--- config.mk ---
export PLATFORM = sky130hd
export DESIGN_NAME = bwb_cfg
export DESIGN_NICKNAME = d
export VERILOG_FILES = /design/src/bwb_pkg.sv /design/src/bwb_cfg.sv
export SDC_FILE = /design/constraint.sdc
export NUM_CORES = 1
export LEC_CHECK = 0
export CAP_MARGIN = 5
export CORE_UTILIZATION = 24
export CTS_CLUSTER_SIZE = 20
export DETAILED_ROUTE_END_ITERATION = 8
export DONT_BUFFER_PORTS = 1
export GPL_ROUTABILITY_DRIVEN = 0
export HOLD_SLACK_MARGIN = 0.06
export PLACE_DENSITY = 0.44
export SLEW_MARGIN = 5
export SYNTH_ARGS = -nofsm -noshare
export SYNTH_HDL_FRONTEND = slang
export SYNTH_SLANG_ARGS = --single-unit
--- constraint.sdc ---
create_clock -name clk_i -period 0.8 [get_ports clk_i]
set_input_delay 0.12 -clock clk_i [delete_from_list [all_inputs] [get_ports clk_i]]
set_output_delay 0.12 -clock clk_i [all_outputs]
set_load 0.05 [all_outputs]
--- src/bwb_pkg.sv ---
// Shared types and constants for the Bayer white-balance demosaic block.
// Used by the channel interfaces, the submodules and the top level.
`default_nettype none
package bwb_pkg;

  localparam int unsigned MaxWidth   = 4096;
  localparam int unsigned MaxHeight  = 4096;
  localparam int unsigned PixW       = 8;
  localparam int unsigned GainW      = 8;
  localparam int unsigned DimW       = 13;
  localparam int unsigned PosW       = 12;
  localparam int unsigned AddrW      = $clog2(MaxWidth);
  localparam int unsigned CfgIdxW    = 3;
  localparam int unsigned CfgDataW   = 13;
  localparam int unsigned GainFrac   = 6;

  localparam logic [GainW-1:0] GainRedRst   = 8'd96;
  localparam logic [GainW-1:0] GainGreenRst = 8'd64;
  localparam logic [GainW-1:0] GainBlueRst  = 8'd96;
  localparam logic [DimW-1:0]  WidthRst     = 13'd1920;
  localparam logic [DimW-1:0]  HeightRst    = 13'd1080;

  typedef enum logic [CfgIdxW-1:0] {
    RegGainRed   = 3'd0,
    RegGainGreen = 3'd1,
    RegGainBlue  = 3'd2,
    RegWidth     = 3'd3,
    RegHeight    = 3'd4
  } cfg_reg_e;

  typedef struct packed {
    logic [GainW-1:0] gain_red;
    logic [GainW-1:0] gain_green;
    logic [GainW-1:0] gain_blue;
    logic [DimW-1:0]  frame_width;
    logic [DimW-1:0]  frame_height;
  } cfg_t;

  typedef struct packed {
    logic            emit;
    logic            last;
    logic            x_odd;
    logic            y_odd;
    logic [PosW-1:0] x;
    logic [PosW-1:0] y;
  } stage_t;

  typedef struct packed {
    logic [PixW-1:0] top;
    logic [PixW-1:0] mid;
    logic [PixW-1:0] pix;
  } column_t;

endpackage
`default_nettype wire

--- src/bwb_cfg.sv ---
// Configuration register file: gains and frame geometry, written by index.
// Depends on bwb_pkg.
`default_nettype none
module bwb_cfg (
  input  wire logic                         clk_i,
  input  wire logic                         rst_ni,
  input  wire logic                         cfg_we_i,
  input  wire logic [bwb_pkg::CfgIdxW-1:0]  cfg_idx_i,
  input  wire logic [bwb_pkg::CfgDataW-1:0] cfg_data_i,
  output bwb_pkg::cfg_t                     cfg_o
);

  bwb_pkg::cfg_t cfg_q, cfg_d;

  always_comb begin
    cfg_d = cfg_q;
    if (cfg_we_i) begin
      unique case (cfg_idx_i)
        bwb_pkg::RegGainRed:   cfg_d.gain_red     = cfg_data_i[bwb_pkg::GainW-1:0];
        bwb_pkg::RegGainGreen: cfg_d.gain_green   = cfg_data_i[bwb_pkg::GainW-1:0];
        bwb_pkg::RegGainBlue:  cfg_d.gain_blue    = cfg_data_i[bwb_pkg::GainW-1:0];
        bwb_pkg::RegWidth:     cfg_d.frame_width  = cfg_data_i[bwb_pkg::DimW-1:0];
        bwb_pkg::RegHeight:    cfg_d.frame_height = cfg_data_i[bwb_pkg::DimW-1:0];
        default: ;
      endcase
    end
  end

  always_ff @(posedge clk_i or negedge rst_ni) begin
    if (!rst_ni) begin
      cfg_q.gain_red     <= bwb_pkg::GainRedRst;
      cfg_q.gain_green   <= bwb_pkg::GainGreenRst;
      cfg_q.gain_blue    <= bwb_pkg::GainBlueRst;
      cfg_q.frame_width  <= bwb_pkg::WidthRst;
      cfg_q.frame_height <= bwb_pkg::HeightRst;
    end else begin
      cfg_q <= cfg_d;
    end
  end

  assign cfg_o = cfg_q;

endmodule
`default_nettype wire

After elaboration in Yosys (flattened, before gate mapping):

Index checks and enable logic that the tools add are counted.

* register bits after elaboration: 50
* bits in latches: 0
* RAM bits: 0
* memory bits (read-only): 0
* input bits: 19
* word-level logic and storage cells: 15
* memories kept: 0

* add/subtract/negate cells: 0
* multiply operators: 0
* div/mod/pow operators: 0
* magnitude comparators: 0
* eq/ne operators: 4
* shift-type cells: 0
* mux-type cells: 0
* bitwise logic cells: 0
* reduce and logical (&&, ||, !) cells: 6

Operator list (count)
* $reduce_and A2 Y1: 5
* $eq A3 B2 Y1 const B: 2
* $eq A3 B1 Y1 const B: 1
* $eq A3 B3 Y1 const B: 1
* $logic_not A3 Y1: 1

Depth between registers and ports, before layout:

* depth in word-level cells: 2
* depth in mapped cells: 3

Worst setup path after synthesis:

Ideal clock, no wire load.

* kind: input to register
* start point: in cfg_idx_i[0] in the netlist's numbering
* end point: reg cfg_q (netlist bit cfg_o[42])
* library setup time: 125 ps
* arrival: 950 ps
* data required time: 675 ps
* setup slack: -275 ps
* cell stages on the path: 2
* cells stage by stage: nor4b_4 -> mux2_2

* word-level cells in the longest chain between the ends: 2

Ends and longest elaborated chain
* start: declaration: RTL line bwb_cfg.sv:8 `input wire logic [bwb_pkg::CfgIdxW-1:0] cfg_idx_i,`
* $logic_not A3 Y1: RTL line bwb_cfg.sv:18 `unique case (cfg_idx_i)`
* $reduce_and A2 Y1 (no source line)
* end signal: assignment: RTL line bwb_cfg.sv:37 `cfg_q <= cfg_d;`
* end: declaration: RTL line bwb_cfg.sv:13 `bwb_pkg::cfg_t cfg_q, cfg_d;`

Every way passes these cells.
A chain may end at the register's enable or synchronous reset.

Worst setup path after layout:

* start point: reg cfg_q (netlist bit cfg_o[10])
* end point: out cfg_o[10] in the netlist's numbering

RTL lines
* end: declaration: RTL line bwb_cfg.sv:10 `output bwb_pkg::cfg_t cfg_o`

No word-level cell between the ends.

==> flow_summary.rst <==
.. list-table::
   :header-rows: 1

   * - Metric
     - Value
   * - Total grt overflow
     - 0
   * - RSZ-0062 raised after global routing
     - true
   * - Maximum count of clock buffers along a single path
     - 2
   * - Clock period minus worst slack
     - 1.13 ns
   * - Worst path cell trace
     - buf_12
   * - Critical path start-end classification
     - reg -> out
   * - Worst supply voltage drop on vdd
     - 0.00134 V
   * - Fillers
     - 676
   * - Floorplan die width
     - 91.6 um
   * - Ratio of cells with drive above 1 in the final layout
     - 0.848
   * - Clock slew at the register clock pins of the worst setup and hold paths
     - 0.09 ns
   * - Clock tree sinks
     - 50
   * - Via count
     - 1275
   * - ANT cells
     - 0
   * - Leakage power of the design
     - 1.56 nW
   * - DRC marker count from the first detailed-route iteration
     - 29
   * - Number of placed I/O pins
     - 69
   * - Max FFs per register
     - 50
   * - Worst slew margin
     - 0.842
   * - Count of hold-fix buffers inserted at cts
     - 13
   * - Biggest fanout along the worst timing path
     - 2
   * - Hold Worst Slack
     - -0.501 ns
   * - Clock tree from TritonCTS
     - yes
   * - Number of iterations in the first detailed-routing pass
     - 3
   * - Via count of the first global-routing pass
     - 1413
   * - Detail-routed net length per standard cell
     - 16.0 um
   * - Total Power
     - 10.4 mW
   * - Total global-route track usage
     - 0.120
   * - Crit path setup slack, layout
     - -0.332 ns
   * - Net total in the final layout
     - 216
   * - Placement row count
     - 32
   * - Placed wire-length estimate
     - 3310 um
   * - Inserted Clock Buffers
     - 5
   * - Effective utilization at floorplan
     - 0.248
   * - Max Cap Viol
     - 0
   * - Critical-path top delay cell
     - sky130_fd_sc_hd__dfstp_2
   * - Number of cells after detailed placement
     - 266
   * - Max-slew violation count
     - 0
   * - Buffer cell driving the clock tree root
     - sky130_fd_sc_hd__clkbuf_8
   * - Post-route cell area
     - 3390 um^2
   * - Largest net degree at the start of global routing
     - 51
   * - Area of the die
     - 8400 um^2
   * - Post-Syn Area
     - 1930 um^2
   * - Clock insertion delay at the later pin of the skew report
     - 0.29 ns
   * - Distinct cell type count after synthesis
     - 10
   * - Area fraction of the dominant cell type after synthesis
     - 0.480
   * - Nets in the synthesized netlist
     - 128
   * - Sequential element share of the synthesized area
     - 0.657
   * - Cell taking the most area after synthesis
     - sky130_fd_sc_hd__dfrtp_1
   * - Post-synthesis area per instance
     - 17.7 um^2
   * - Total placed instance area
     - 2840 um^2
   * - Failing checks
     - hold timing, setup timing
   * - Most frequent standard cell in the layout excluding fill and tap cells
     - sky130_fd_sc_hd__buf_6
   * - Power density of the placed cells
     - 3060 nW/um^2
   * - Data required time at the worst endpoint
     - 0.68 ns
   * - Die span in y
     - 91.6 um
   * - Number of buffer cells added on primary ports
     - 0
   * - Non-filler instance count after layout
     - 300
   * - Post-Place Setup Slack
     - -0.284 ns
   * - Area of the core
     - 7770 um^2
   * - Synth top area cells
     - sky130_fd_sc_hd__dfrtp_1 (48%), sky130_fd_sc_hd__mux2_2 (29%), sky130_fd_sc_hd__dfstp_2 (18%)
   * - Final wirelength
     - 4790 um
   * - Vias/cell
     - 4.25
   * - Arrival time reported for the critical path endpoint
     - 1.01 ns
   * - Buffers plus inverters on the worst setup path
     - 1
   * - Count of final setup violators
     - 67
   * - Kind of end point of the critical path
     - primary output
   * - Total of flip-flops plus latches after synthesis
     - 50
   * - Number of H-tree levels
     - 2
   * - Number of antenna violations at the first check in global routing
     - 0
   * - First-pass GRT wire length
     - 7600 um
   * - Post-route clock skew
     - 0 ns
   * - ANT nets after route
     - 0
   * - Yosys synthesis warning count
     - 0
   * - Delay contributed by the slowest stage of the critical path
     - 0.57 ns
   * - Worst Hold Class
     - in -> async
   * - Most used cells in the layout excluding fill and tap cells
     - sky130_fd_sc_hd__buf_6 (47), sky130_fd_sc_hd__mux2_4 (37), sky130_fd_sc_hd__dfrtp_2 (22)
   * - Run status
     - complete, but fails checks
   * - Endpoints failing hold
     - 50
   * - Growth of design area from synthesis to finish
     - 75.7%
   * - Nature of the critical path startpoint
     - register
   * - Detailed-route DRC error count
     - 0
   * - Worst-margin pin slew
     - 0.237 ns
   * - Final worst-path cycle share
     - 1.42
   * - Count of mapped cells out of synthesis
     - 109
   * - Top cell family by delay on the critical path
     - flip-flops
   * - Max Clk Rate
     - 0.883 GHz
metal layers:
layer | vias to the layer above | GRT usage | part of all wire
li1 | 560 | - | -
met1 | 653 | 0.155 | 0.45
met2 | 55 | 0.195 | 0.48
met3 | 7 | 0.0332 | 0.062
met4 | 0 | 0.0317 | 0.011
met5 | - | 0 | 0
through the flow:
stage,hold WS [ns],util,TNS [ns]
floorplan,-0.176,-,-10.05
global placement,-0.174,0.365,-9.59
detailed placement,-0.174,0.365,-9.96
CTS,-0.512,0.424,-13.02
global route,-0.530,0.436,-14.74
finish,-0.501,0.436,-12.48
cell type report:
type | count | area (um^2) | share of cell area
Tap cell | 102 | 128 | 0.0377
Timing Repair Buffer | 85 | 1070 | 0.315
Clock inverter | 2 | 37.5 | 0.0111
Sequential cell | 50 | 1290 | 0.382
Clock buffer | 6 | 72.6 | 0.0214
Multi-Input combinational cell | 55 | 788 | 0.233
synth_stat cells (all sizes together):
library cell and n:
dfstp 13, nor4b 1, nand4b 1, nor4bb 1, mux2 50, buf 4, dfrtp 37, and4bb 2
timing repair:
action | in CTS | in global routing
setup endpoints to repair | 50 | 89
pin swaps | 0 | 0
buffers inserted | 10 | 3
endpoints found under the hold margin | 100 | 50
gates resized for setup | 38 | 22
where the power goes:
| group | leakage [nW] | internal (mW) | total (mW) | switching (mW) |
|---|---|---|---|---|
| clock | 0.0514 | 0.933 | 1.76 | 0.822 |
| combinational | 0.954 | 2.31 | 4.84 | 2.53 |
| sequential | 0.557 | 3.25 | 3.76 | 0.511 |
| total | 1.56 | 6.49 | 10.4 | 3.87 |
worst paths after layout:
path	from	endpoint	slack [ns]	cells after the start
min in group clk_i	cfg_idx_i[1]	cfg_o[36]	0.21	3
min reg2reg	cfg_o[18]	cfg_o[18]	0.54	1
max in group asynchronous	rst_ni	cfg_o[32]	1.10	0
max	cfg_o[10]	cfg_o[10]	-0.33	1
min	rst_ni	cfg_o[24]	-0.50	0
max reg2reg	cfg_o[2]	cfg_o[2]	-0.11	2
cells by family (layout without fill, tap and decap cells):
logic type / Yosys count / in the layout / synth area share
muxes: 50 / 50 / 0.292
DFF: 50 / 50 / 0.657
and+or+nand+nor: 5 / 5 / 0.0370
buffers and inverters: 4 / 93 / 0.0136
Note: power is estimated with default switching activity, not from simulation.
