<file path="config.mk">
export PLATFORM = sky130hd
export DESIGN_NAME = bwb_window_flat
export DESIGN_NICKNAME = d
export VERILOG_FILES = /design/src/bwb_pkg.sv /design/src/bwb_rgb_if.sv /design/src/bwb_window.sv /design/src/flat_wrapper.sv
export SDC_FILE = /design/constraint.sdc
export NUM_CORES = 1
export LEC_CHECK = 0
export ABC_AREA = 1
export BUFFER_PORTS_ARGS = -buffer_cell sky130_fd_sc_hd__buf_2
export CAP_MARGIN = 20
export CELL_PAD_IN_SITES_DETAIL_PLACEMENT = 1
export CELL_PAD_IN_SITES_GLOBAL_PLACEMENT = 1
export CORE_ASPECT_RATIO = 1.5
export CORE_MARGIN = 5
export CORE_UTILIZATION = 38
export CTS_CLUSTER_DIAMETER = 80
export DETAILED_ROUTE_END_ITERATION = 8
export PLACE_DENSITY_LB_ADDON = 0.1
export SLEW_MARGIN = 20
export SYNTH_ARGS = -nofsm -noshare
export SYNTH_HDL_FRONTEND = slang
export SYNTH_SLANG_ARGS = --single-unit
</file>
<file path="constraint.sdc">
create_clock -name clk_i -period 1.02 [get_ports clk_i]
set_input_delay 0.102 -clock clk_i [delete_from_list [all_inputs] [get_ports clk_i]]
set_output_delay 0.102 -clock clk_i [all_outputs]
set_load 0.02 [all_outputs]
</file>
<file path="src/bwb_pkg.sv">
// Shared types and constants for the Bayer white-balance demosaic block.
// Used by the channel interfaces, the submodules and the top level.
`default_nettype none
package bwb_pkg;

  localparam int unsigned MaxWidth   = 4096;
  localparam int unsigned MaxHeight  = 4096;
  localparam int unsigned PixW       = 8;
  localparam int unsigned GainW      = 8;
  localparam int unsigned DimW       = 13;
  localparam int unsigned PosW       = 12;
  localparam int unsigned AddrW      = $clog2(MaxWidth);
  localparam int unsigned CfgIdxW    = 3;
  localparam int unsigned CfgDataW   = 13;
  localparam int unsigned GainFrac   = 6;

  localparam logic [GainW-1:0] GainRedRst   = 8'd96;
  localparam logic [GainW-1:0] GainGreenRst = 8'd64;
  localparam logic [GainW-1:0] GainBlueRst  = 8'd96;
  localparam logic [DimW-1:0]  WidthRst     = 13'd1920;
  localparam logic [DimW-1:0]  HeightRst    = 13'd1080;

  typedef enum logic [CfgIdxW-1:0] {
    RegGainRed   = 3'd0,
    RegGainGreen = 3'd1,
    RegGainBlue  = 3'd2,
    RegWidth     = 3'd3,
    RegHeight    = 3'd4
  } cfg_reg_e;

  typedef struct packed {
    logic [GainW-1:0] gain_red;
    logic [GainW-1:0] gain_green;
    logic [GainW-1:0] gain_blue;
    logic [DimW-1:0]  frame_width;
    logic [DimW-1:0]  frame_height;
  } cfg_t;

  typedef struct packed {
    logic            emit;
    logic            last;
    logic            x_odd;
    logic            y_odd;
    logic [PosW-1:0] x;
    logic [PosW-1:0] y;
  } stage_t;

  typedef struct packed {
    logic [PixW-1:0] top;
    logic [PixW-1:0] mid;
    logic [PixW-1:0] pix;
  } column_t;

endpackage
`default_nettype wire

</file>
<file path="src/bwb_rgb_if.sv">
// RGB result channel: valid/ready handshake carrying one demosaiced pixel per word.
// Depends on bwb_pkg.
`default_nettype none
interface bwb_rgb_if;
  logic                     valid;
  logic                     ready;
  logic [bwb_pkg::PixW-1:0] red;
  logic [bwb_pkg::PixW-1:0] green;
  logic [bwb_pkg::PixW-1:0] blue;
  logic [bwb_pkg::PosW-1:0] pixel_x;
  logic [bwb_pkg::PosW-1:0] pixel_y;
  logic                     frame_last;

  modport source (output valid, output red, output green, output blue,
                  output pixel_x, output pixel_y, output frame_last, input ready);
  modport sink (input valid, input red, input green, input blue,
                input pixel_x, input pixel_y, input frame_last, output ready);
endinterface
`default_nettype wire

</file>
<file path="src/bwb_window.sv">
// 3x3 neighborhood window, nearest-neighbor color pick and result register.
// Depends on bwb_pkg and bwb_rgb_if.
`default_nettype none
module bwb_window (
  input  wire logic             clk_i,
  input  wire logic             rst_ni,
  input  wire logic             adv_i,
  input  wire bwb_pkg::stage_t  stage_i,
  input  wire bwb_pkg::column_t col_i,
  output logic                  free_o,
  bwb_rgb_if.source             rgb_o
);

  // wa: column c-1 of the previous step, wb: column c (rows top, mid, bottom)
  logic [bwb_pkg::PixW-1:0] wa_q [3];
  logic [bwb_pkg::PixW-1:0] wb_q [3];

  logic                     valid_q, valid_d;
  logic [bwb_pkg::PixW-1:0] red_q, green_q, blue_q;
  logic [bwb_pkg::PixW-1:0] red_d, green_d, blue_d;
  logic [bwb_pkg::PosW-1:0] x_q, y_q;
  logic                     last_q;

  assign free_o = !valid_q || rgb_o.ready;

  always_comb begin
    case ({stage_i.y_odd, stage_i.x_odd})
      2'b00: begin
        red_d = wb_q[2]; green_d = wb_q[1]; blue_d = wa_q[1];
      end
      2'b01: begin
        red_d = col_i.pix; green_d = wa_q[1]; blue_d = wb_q[1];
      end
      2'b10: begin
        red_d = wb_q[1]; green_d = wb_q[0]; blue_d = col_i.top;
      end
      default: begin
        red_d = wa_q[1]; green_d = wb_q[1]; blue_d = wb_q[0];
      end
    endcase
  end

  always_comb begin
    valid_d = valid_q;
    if (adv_i) begin
      valid_d = stage_i.emit;
    end else if (rgb_o.ready) begin
      valid_d = 1'b0;
    end
  end

  always_ff @(posedge clk_i or negedge rst_ni) begin
    if (!rst_ni) begin
      valid_q <= 1'b0;
      for (int k = 0; k < 3; k++) begin
        wa_q[k] <= '0;
        wb_q[k] <= '0;
      end
    end else begin
      valid_q <= valid_d;
      if (adv_i) begin
        for (int k = 0; k < 3; k++) begin
          wa_q[k] <= wb_q[k];
        end
        wb_q[0] <= col_i.top;
        wb_q[1] <= col_i.mid;
        wb_q[2] <= col_i.pix;
      end
    end
  end

  always_ff @(posedge clk_i) begin
    if (adv_i && stage_i.emit) begin
      red_q   <= red_d;
      green_q <= green_d;
      blue_q  <= blue_d;
      x_q     <= stage_i.x;
      y_q     <= stage_i.y;
      last_q  <= stage_i.last;
    end
  end

  assign rgb_o.valid      = valid_q;
  assign rgb_o.red        = red_q;
  assign rgb_o.green      = green_q;
  assign rgb_o.blue       = blue_q;
  assign rgb_o.pixel_x    = x_q;
  assign rgb_o.pixel_y    = y_q;
  assign rgb_o.frame_last = last_q;

endmodule
`default_nettype wire

</file>
<file path="src/flat_wrapper.sv">
// flat-port wrapper written by rule: the top's interface ports become plain ports
module bwb_window_flat 
  (clk_i, rst_ni, adv_i, stage_i, col_i, free_o, rgb_o_valid, rgb_o_red, rgb_o_green, rgb_o_blue, rgb_o_pixel_x, rgb_o_pixel_y, rgb_o_frame_last, rgb_o_ready);
  bwb_rgb_if rgb_o_i ();
  input  wire logic clk_i;
  input  wire logic rst_ni;
  input  wire logic adv_i;
  input  wire bwb_pkg::stage_t stage_i;
  input  wire bwb_pkg::column_t col_i;
  output logic free_o;
  output wire logic [$bits(rgb_o_i.valid)-1:0] rgb_o_valid;
  output wire logic [$bits(rgb_o_i.red)-1:0] rgb_o_red;
  output wire logic [$bits(rgb_o_i.green)-1:0] rgb_o_green;
  output wire logic [$bits(rgb_o_i.blue)-1:0] rgb_o_blue;
  output wire logic [$bits(rgb_o_i.pixel_x)-1:0] rgb_o_pixel_x;
  output wire logic [$bits(rgb_o_i.pixel_y)-1:0] rgb_o_pixel_y;
  output wire logic [$bits(rgb_o_i.frame_last)-1:0] rgb_o_frame_last;
  input wire logic [$bits(rgb_o_i.ready)-1:0] rgb_o_ready;
  assign rgb_o_valid = rgb_o_i.valid;
  assign rgb_o_red = rgb_o_i.red;
  assign rgb_o_green = rgb_o_i.green;
  assign rgb_o_blue = rgb_o_i.blue;
  assign rgb_o_pixel_x = rgb_o_i.pixel_x;
  assign rgb_o_pixel_y = rgb_o_i.pixel_y;
  assign rgb_o_frame_last = rgb_o_i.frame_last;
  assign rgb_o_i.ready = rgb_o_ready;
  bwb_window u_core (.clk_i(clk_i), .rst_ni(rst_ni), .adv_i(adv_i), .stage_i(stage_i), .col_i(col_i), .free_o(free_o), .rgb_o(rgb_o_i));
endmodule
</file>
### Word-level counts from Yosys, hierarchy flattened

Cells that the tools add are included.

* input bits: 56
* register bits: 82

* multiplexer cells: 5
* eq/ne operators: 2
* reductions and logical operators: 5

Operators by type and width (count)
* $pmux W8 S3: 2
* $pmux W8 S2: 1
* $eq A2 B1 Y1 const B: 1
* $eq A2 B2 Y1 const B: 1
* $logic_not A2 Y1: 1
* $mux W1: 2
* $reduce_bool A2 Y1: 1
* $logic_and A1 B1 Y1: 1
* $logic_not A1 Y1: 1
* $logic_or A1 B1 Y1: 1

### Depth between registers and ports, before layout

* word-level depth: 2
* gate-level depth with buffers: 8
* mapped depth without buffers: 6

### Worst setup path after synthesis

Ideal clock, no wire load.

* kind: input port to flip-flop
* from: input adv_i
* to: register u_core.blue_q (netlist bit u_core.rgb_o.blue[0]), enable pin
* stages: 3
* path buffers: 1
* arrival time: 1.278 ns
* required time: 0.617 ns
* library setup time: 0.403 ns
* path slack: -0.661 ns
* cell sequence: buf_2 nand2_1 inv_1

* cells in the longest elaborated chain, start to end: 1

Ends and longest elaborated chain
* from (decl): RTL line flat_wrapper.sv:7 `input wire logic adv_i;`
* $logic_and A1 B1 Y1: RTL line bwb_window.sv:73 `if (adv_i && stage_i.emit) begin`
* to (signal assigned): RTL line bwb_window.sv:76 `blue_q <= blue_d;`
* to (decl): RTL line bwb_window.sv:19 `logic [bwb_pkg::PixW-1:0] red_q, green_q, blue_q;`

No other way between the ends.
A chain may end at the register's enable or synchronous reset.

### Worst setup path after layout

* from: register u_core.valid_q (netlist: u_core.rgb_o.valid)
* to: output free_o

* cells in the longest elaborated chain, start to end: 2

Ends and longest elaborated chain
* from (decl): RTL line bwb_window.sv:18 `logic valid_q, valid_d;`
* from (signal assigned): RTL line bwb_window.sv:60 `valid_q <= valid_d;`
* $logic_not A1 Y1: RTL line bwb_window.sv:24 `assign free_o = !valid_q || rgb_o.ready;`
* $logic_or A1 B1 Y1: RTL line bwb_window.sv:24
* to (decl): RTL line flat_wrapper.sv:10 `output logic free_o;`

No other way between the ends.

==> flow_metrics.env <==
export IMPL_end_kind="output port"
export IMPL_io_pins=107
export IMPL_critPathKind="register to output port"
export IMPL_ant_nets=0
export IMPL_grt_pass1_vias=3269
export IMPL_syn_nets=428
export IMPL_die_x_um=88.4
export IMPL_post_cts_setup_buffers=0
export IMPL_rows=43
export IMPL_firstDrtPassIters=4
export IMPL_hpwl_um=6460
export IMPL_finalNetCount=585
export IMPL_peakVddDrop_mv=0.960
export IMPL_hold_class="input pin to register"
export IMPL_cts_sinks=82
export IMPL_rsz0062_at_grt="true"
export IMPL_start_util_pct=38.3
export IMPL_violations="setup timing"
export IMPL_port_buffers=106
export IMPL_setup_ws_ns=-0.0000840
export IMPL_critPathMaxFanout=2
export IMPL_relSlewSlack_pct=74.5
export IMPL_root_buffer="clkbuf_16"
export IMPL_yosysWarnings=0
export IMPL_hold_violations=0
export IMPL_max_cap_viol_count=0
export IMPL_timing_hold_ws_ns=0.0108
export IMPL_place_congestion=0.793
export IMPL_design_die_area_um2=11300
export IMPL_p_seq_share_pct=49.4
export IMPL_internal_power_mw=5.98
export IMPL_clkPwrFrac_pct=35.4
export IMPL_diodes=0
export IMPL_wl_per_cell_um=15.2
export IMPL_setup_viol=1
export IMPL_min_period_over_period_pct=100
export IMPL_clkSlewWorstSetupHoldPaths_ns=0.06
export IMPL_num_vias=3008
export IMPL_avgSynthCellArea_um2=9.51
export IMPL_finalPower_mw=8.02
export IMPL_clk_latency_ns=0.33
export IMPL_clock_path_buffers=2
export IMPL_layout_commonest_cell="nand2_1"
export IMPL_drive_gt1_share_pct=25.8
export IMPL_ys_ff_latch=82
export IMPL_period_needed_ns=1.02
export IMPL_worstMarginPinSlew_ns=0.383
export IMPL_grt_first_pass_wirelength_um=16000
export IMPL_synth_seq_area_share_pct=65.6
export IMPL_grt_antenna_before_repair=0
export IMPL_drt_iter0_drc=124
export IMPL_vias_per_cell=4.69
export IMPL_status="finished, violations left"
export IMPL_area_delta_synth_final_pct=42.9
export IMPL_skew_ns=0.00341
export IMPL_power_switching_mw=2.04
export IMPL_mappedNetlistArea_um2=3500
export IMPL_core_area_um2=9150
export IMPL_wirelength_um=9770
export IMPL_cp_required_ns=0.92
export IMPL_switching_share_pct=25.5
export IMPL_yosysUniqueCellTypes=13
export IMPL_route_detailed_drc=0
export IMPL_arrival_ns=0.92
export IMPL_fmax_mhz=980
export IMPL_htreeDepth=3
export IMPL_grt_max_degree=38
export IMPL_mostFrequentLayoutCells="nand2_1, buf_2, edfxtp_1"
export IMPL_p_comb_share_pct=15.2
export IMPL_p_leak_nw=2.42
export IMPL_synthCells=368
export IMPL_slew_viol_final=0
export IMPL_overflow=0
export IMPL_cts_tree="built"
export IMPL_die_h_um=128
export IMPL_startpoint_type="register"
export IMPL_fillerInstances=1064
export IMPL_grt_use_total_pct=18.5
export IMPL_powerDensity_nw_per_um2=1600
export IMPL_numCtsBuffers=9
-- critical path, stage by stage (launching register included) --
cell and delay [ns]:
dfrtp_1 0.39, nand2_2 0.08, buf_6 0.11
-- cells by family (layout without fill, tap and decap cells) --
| group | Yosys count | after routing | synth area share, % |
|---|---|---|---|
| AND/OR/NAND/NOR | 226 | 226 | 24.3 |
| flip-flops | 82 | 82 | 65.6 |
| buffers and inverters | 31 | 193 | 5.04 |
| AO/OA/AOI/OAI | 25 | 25 | 3.58 |
| adder cells (fa/ha/maj) | 4 | 4 | 1.43 |
-- synthesized netlist by cell type --
| master | instances | area (um^2) |
|---|---|---|
| nand2_1 | 177 | 664 |
| edfxtp_1 | 49 | 1470 |
| nor2_1 | 48 | 180 |
| dfrtp_1 | 33 | 826 |
| o21ai_1 | 15 | 75.1 |
| inv_1 | 12 | 45.0 |
| o21ai_0 | 10 | 50.1 |
| buf_4 | 8 | 60.1 |
| buf_2 | 6 | 30.0 |
| ha_1 | 4 | 50.1 |
| buf_6 | 3 | 33.8 |
| inv_2 | 2 | 7.51 |
| nand2_2 | 1 | 6.26 |
-- metrics by stage --
stage                     setup WS, ns  setup TNS [ns]  utilization [%]  instance area, um^2  std cells
final                       -0.0000840      -0.0000840             54.7                 5000        642
after global routing           -0.0308         -0.0334             54.7                 5000        642
after CTS                      -0.0238         -0.0263             54.5                 4980        642
after detailed placement        -0.196           -3.71             46.6                 4260        581
after global placement          -0.189           -3.24             46.6                 4260        581
after floorplan                 -0.333          -16.30                -                 3530        368
-- final timing paths --
| check | start | to | slack (ns) | cells past startpoint |
|---|---|---|---|---|
| worst max-delay path | u_core.rgb_o.valid$_DFFE_PN0P_ | free_o | -0.00008 | 2 |
| worst min register to register | u_core.wb_q[7]$_DFFE_PN0P_ | u_core.wb_q[7]$_DFFE_PN0P_ | 0.47 | 2 |
| worst max register to register | u_core.wa_q[11]$_DFFE_PN0P_ | u_core.rgb_o.green[3]$_DFFE_PP_ | 0.05 | 4 |
| min in group asynchronous | rst_ni | u_core.wb_q[19]$_DFFE_PN0P_ | 0.21 | 2 |
| worst min-delay path | col_i[3] | u_core.wb_q[3]$_DFFE_PN0P_ | 0.01 | 3 |
| max in group asynchronous | rst_ni | u_core.wa_q[13]$_DFFE_PN0P_ | 0.36 | 3 |
-- power by group through the flow --
stage	combinational, mW	sequential [mW]	clock, mW
floorplan	0.467	4.16	0
global placement	1.06	4.02	0
detailed placement	1.09	4.02	0
CTS	1.24	3.96	2.94
global route	1.37	3.99	3.06
finish	1.22	3.96	2.84
-- registers in the layout (all words and copies together) (netlist names) --
| name | count |
|---|---|
| u_core.rgb_o.frame_last | 1 |
| u_core.rgb_o.valid | 1 |
| u_core.rgb_o.red | 8 |
| u_core.rgb_o.green | 8 |
| u_core.rgb_o.pixel_y | 12 |
| u_core.rgb_o.pixel_x | 12 |
| u_core.wb_q | 24 |
| u_core.rgb_o.blue | 8 |
| u_core.wa_q | 8 |
-- routing by layer --
| layer | share of wire (%) | vias to the layer above | routed length (um) | global-route usage [%] |
|---|---|---|---|---|
| met5 | 0 | - | 0 | 0 |
| met4 | 1.8 | 0 | 176 | 7.12 |
| met3 | 6.1 | 15 | 595 | 3.35 |
| met2 | 51 | 88 | 5030 | 32.8 |
| met1 | 41 | 1429 | 3970 | 21.8 |
| li1 | - | 1476 | - | - |
-- final cells by class --
cell class	instances	area [um^2]	share of cell area (%)
clock inverter	3	16.3	0.325
sequential	82	2300	45.9
timing repair buffer	163	1210	24.2
multi-input combinational	255	1040	20.8
tap	112	140	2.80
inverter	14	56.3	1.13
clock buffer	13	240	4.80
-- what timing repair did --
action | 4_1_cts | 5_1_grt
gates resized for setup | 4 | 6
hold endpoints to repair | 57 | 0
hold buffers | 45 | 0
setup endpoints to repair | 2 | 4
pin swaps | 1 | 0
No activity file was read; power rests on OpenSTA's default activity.
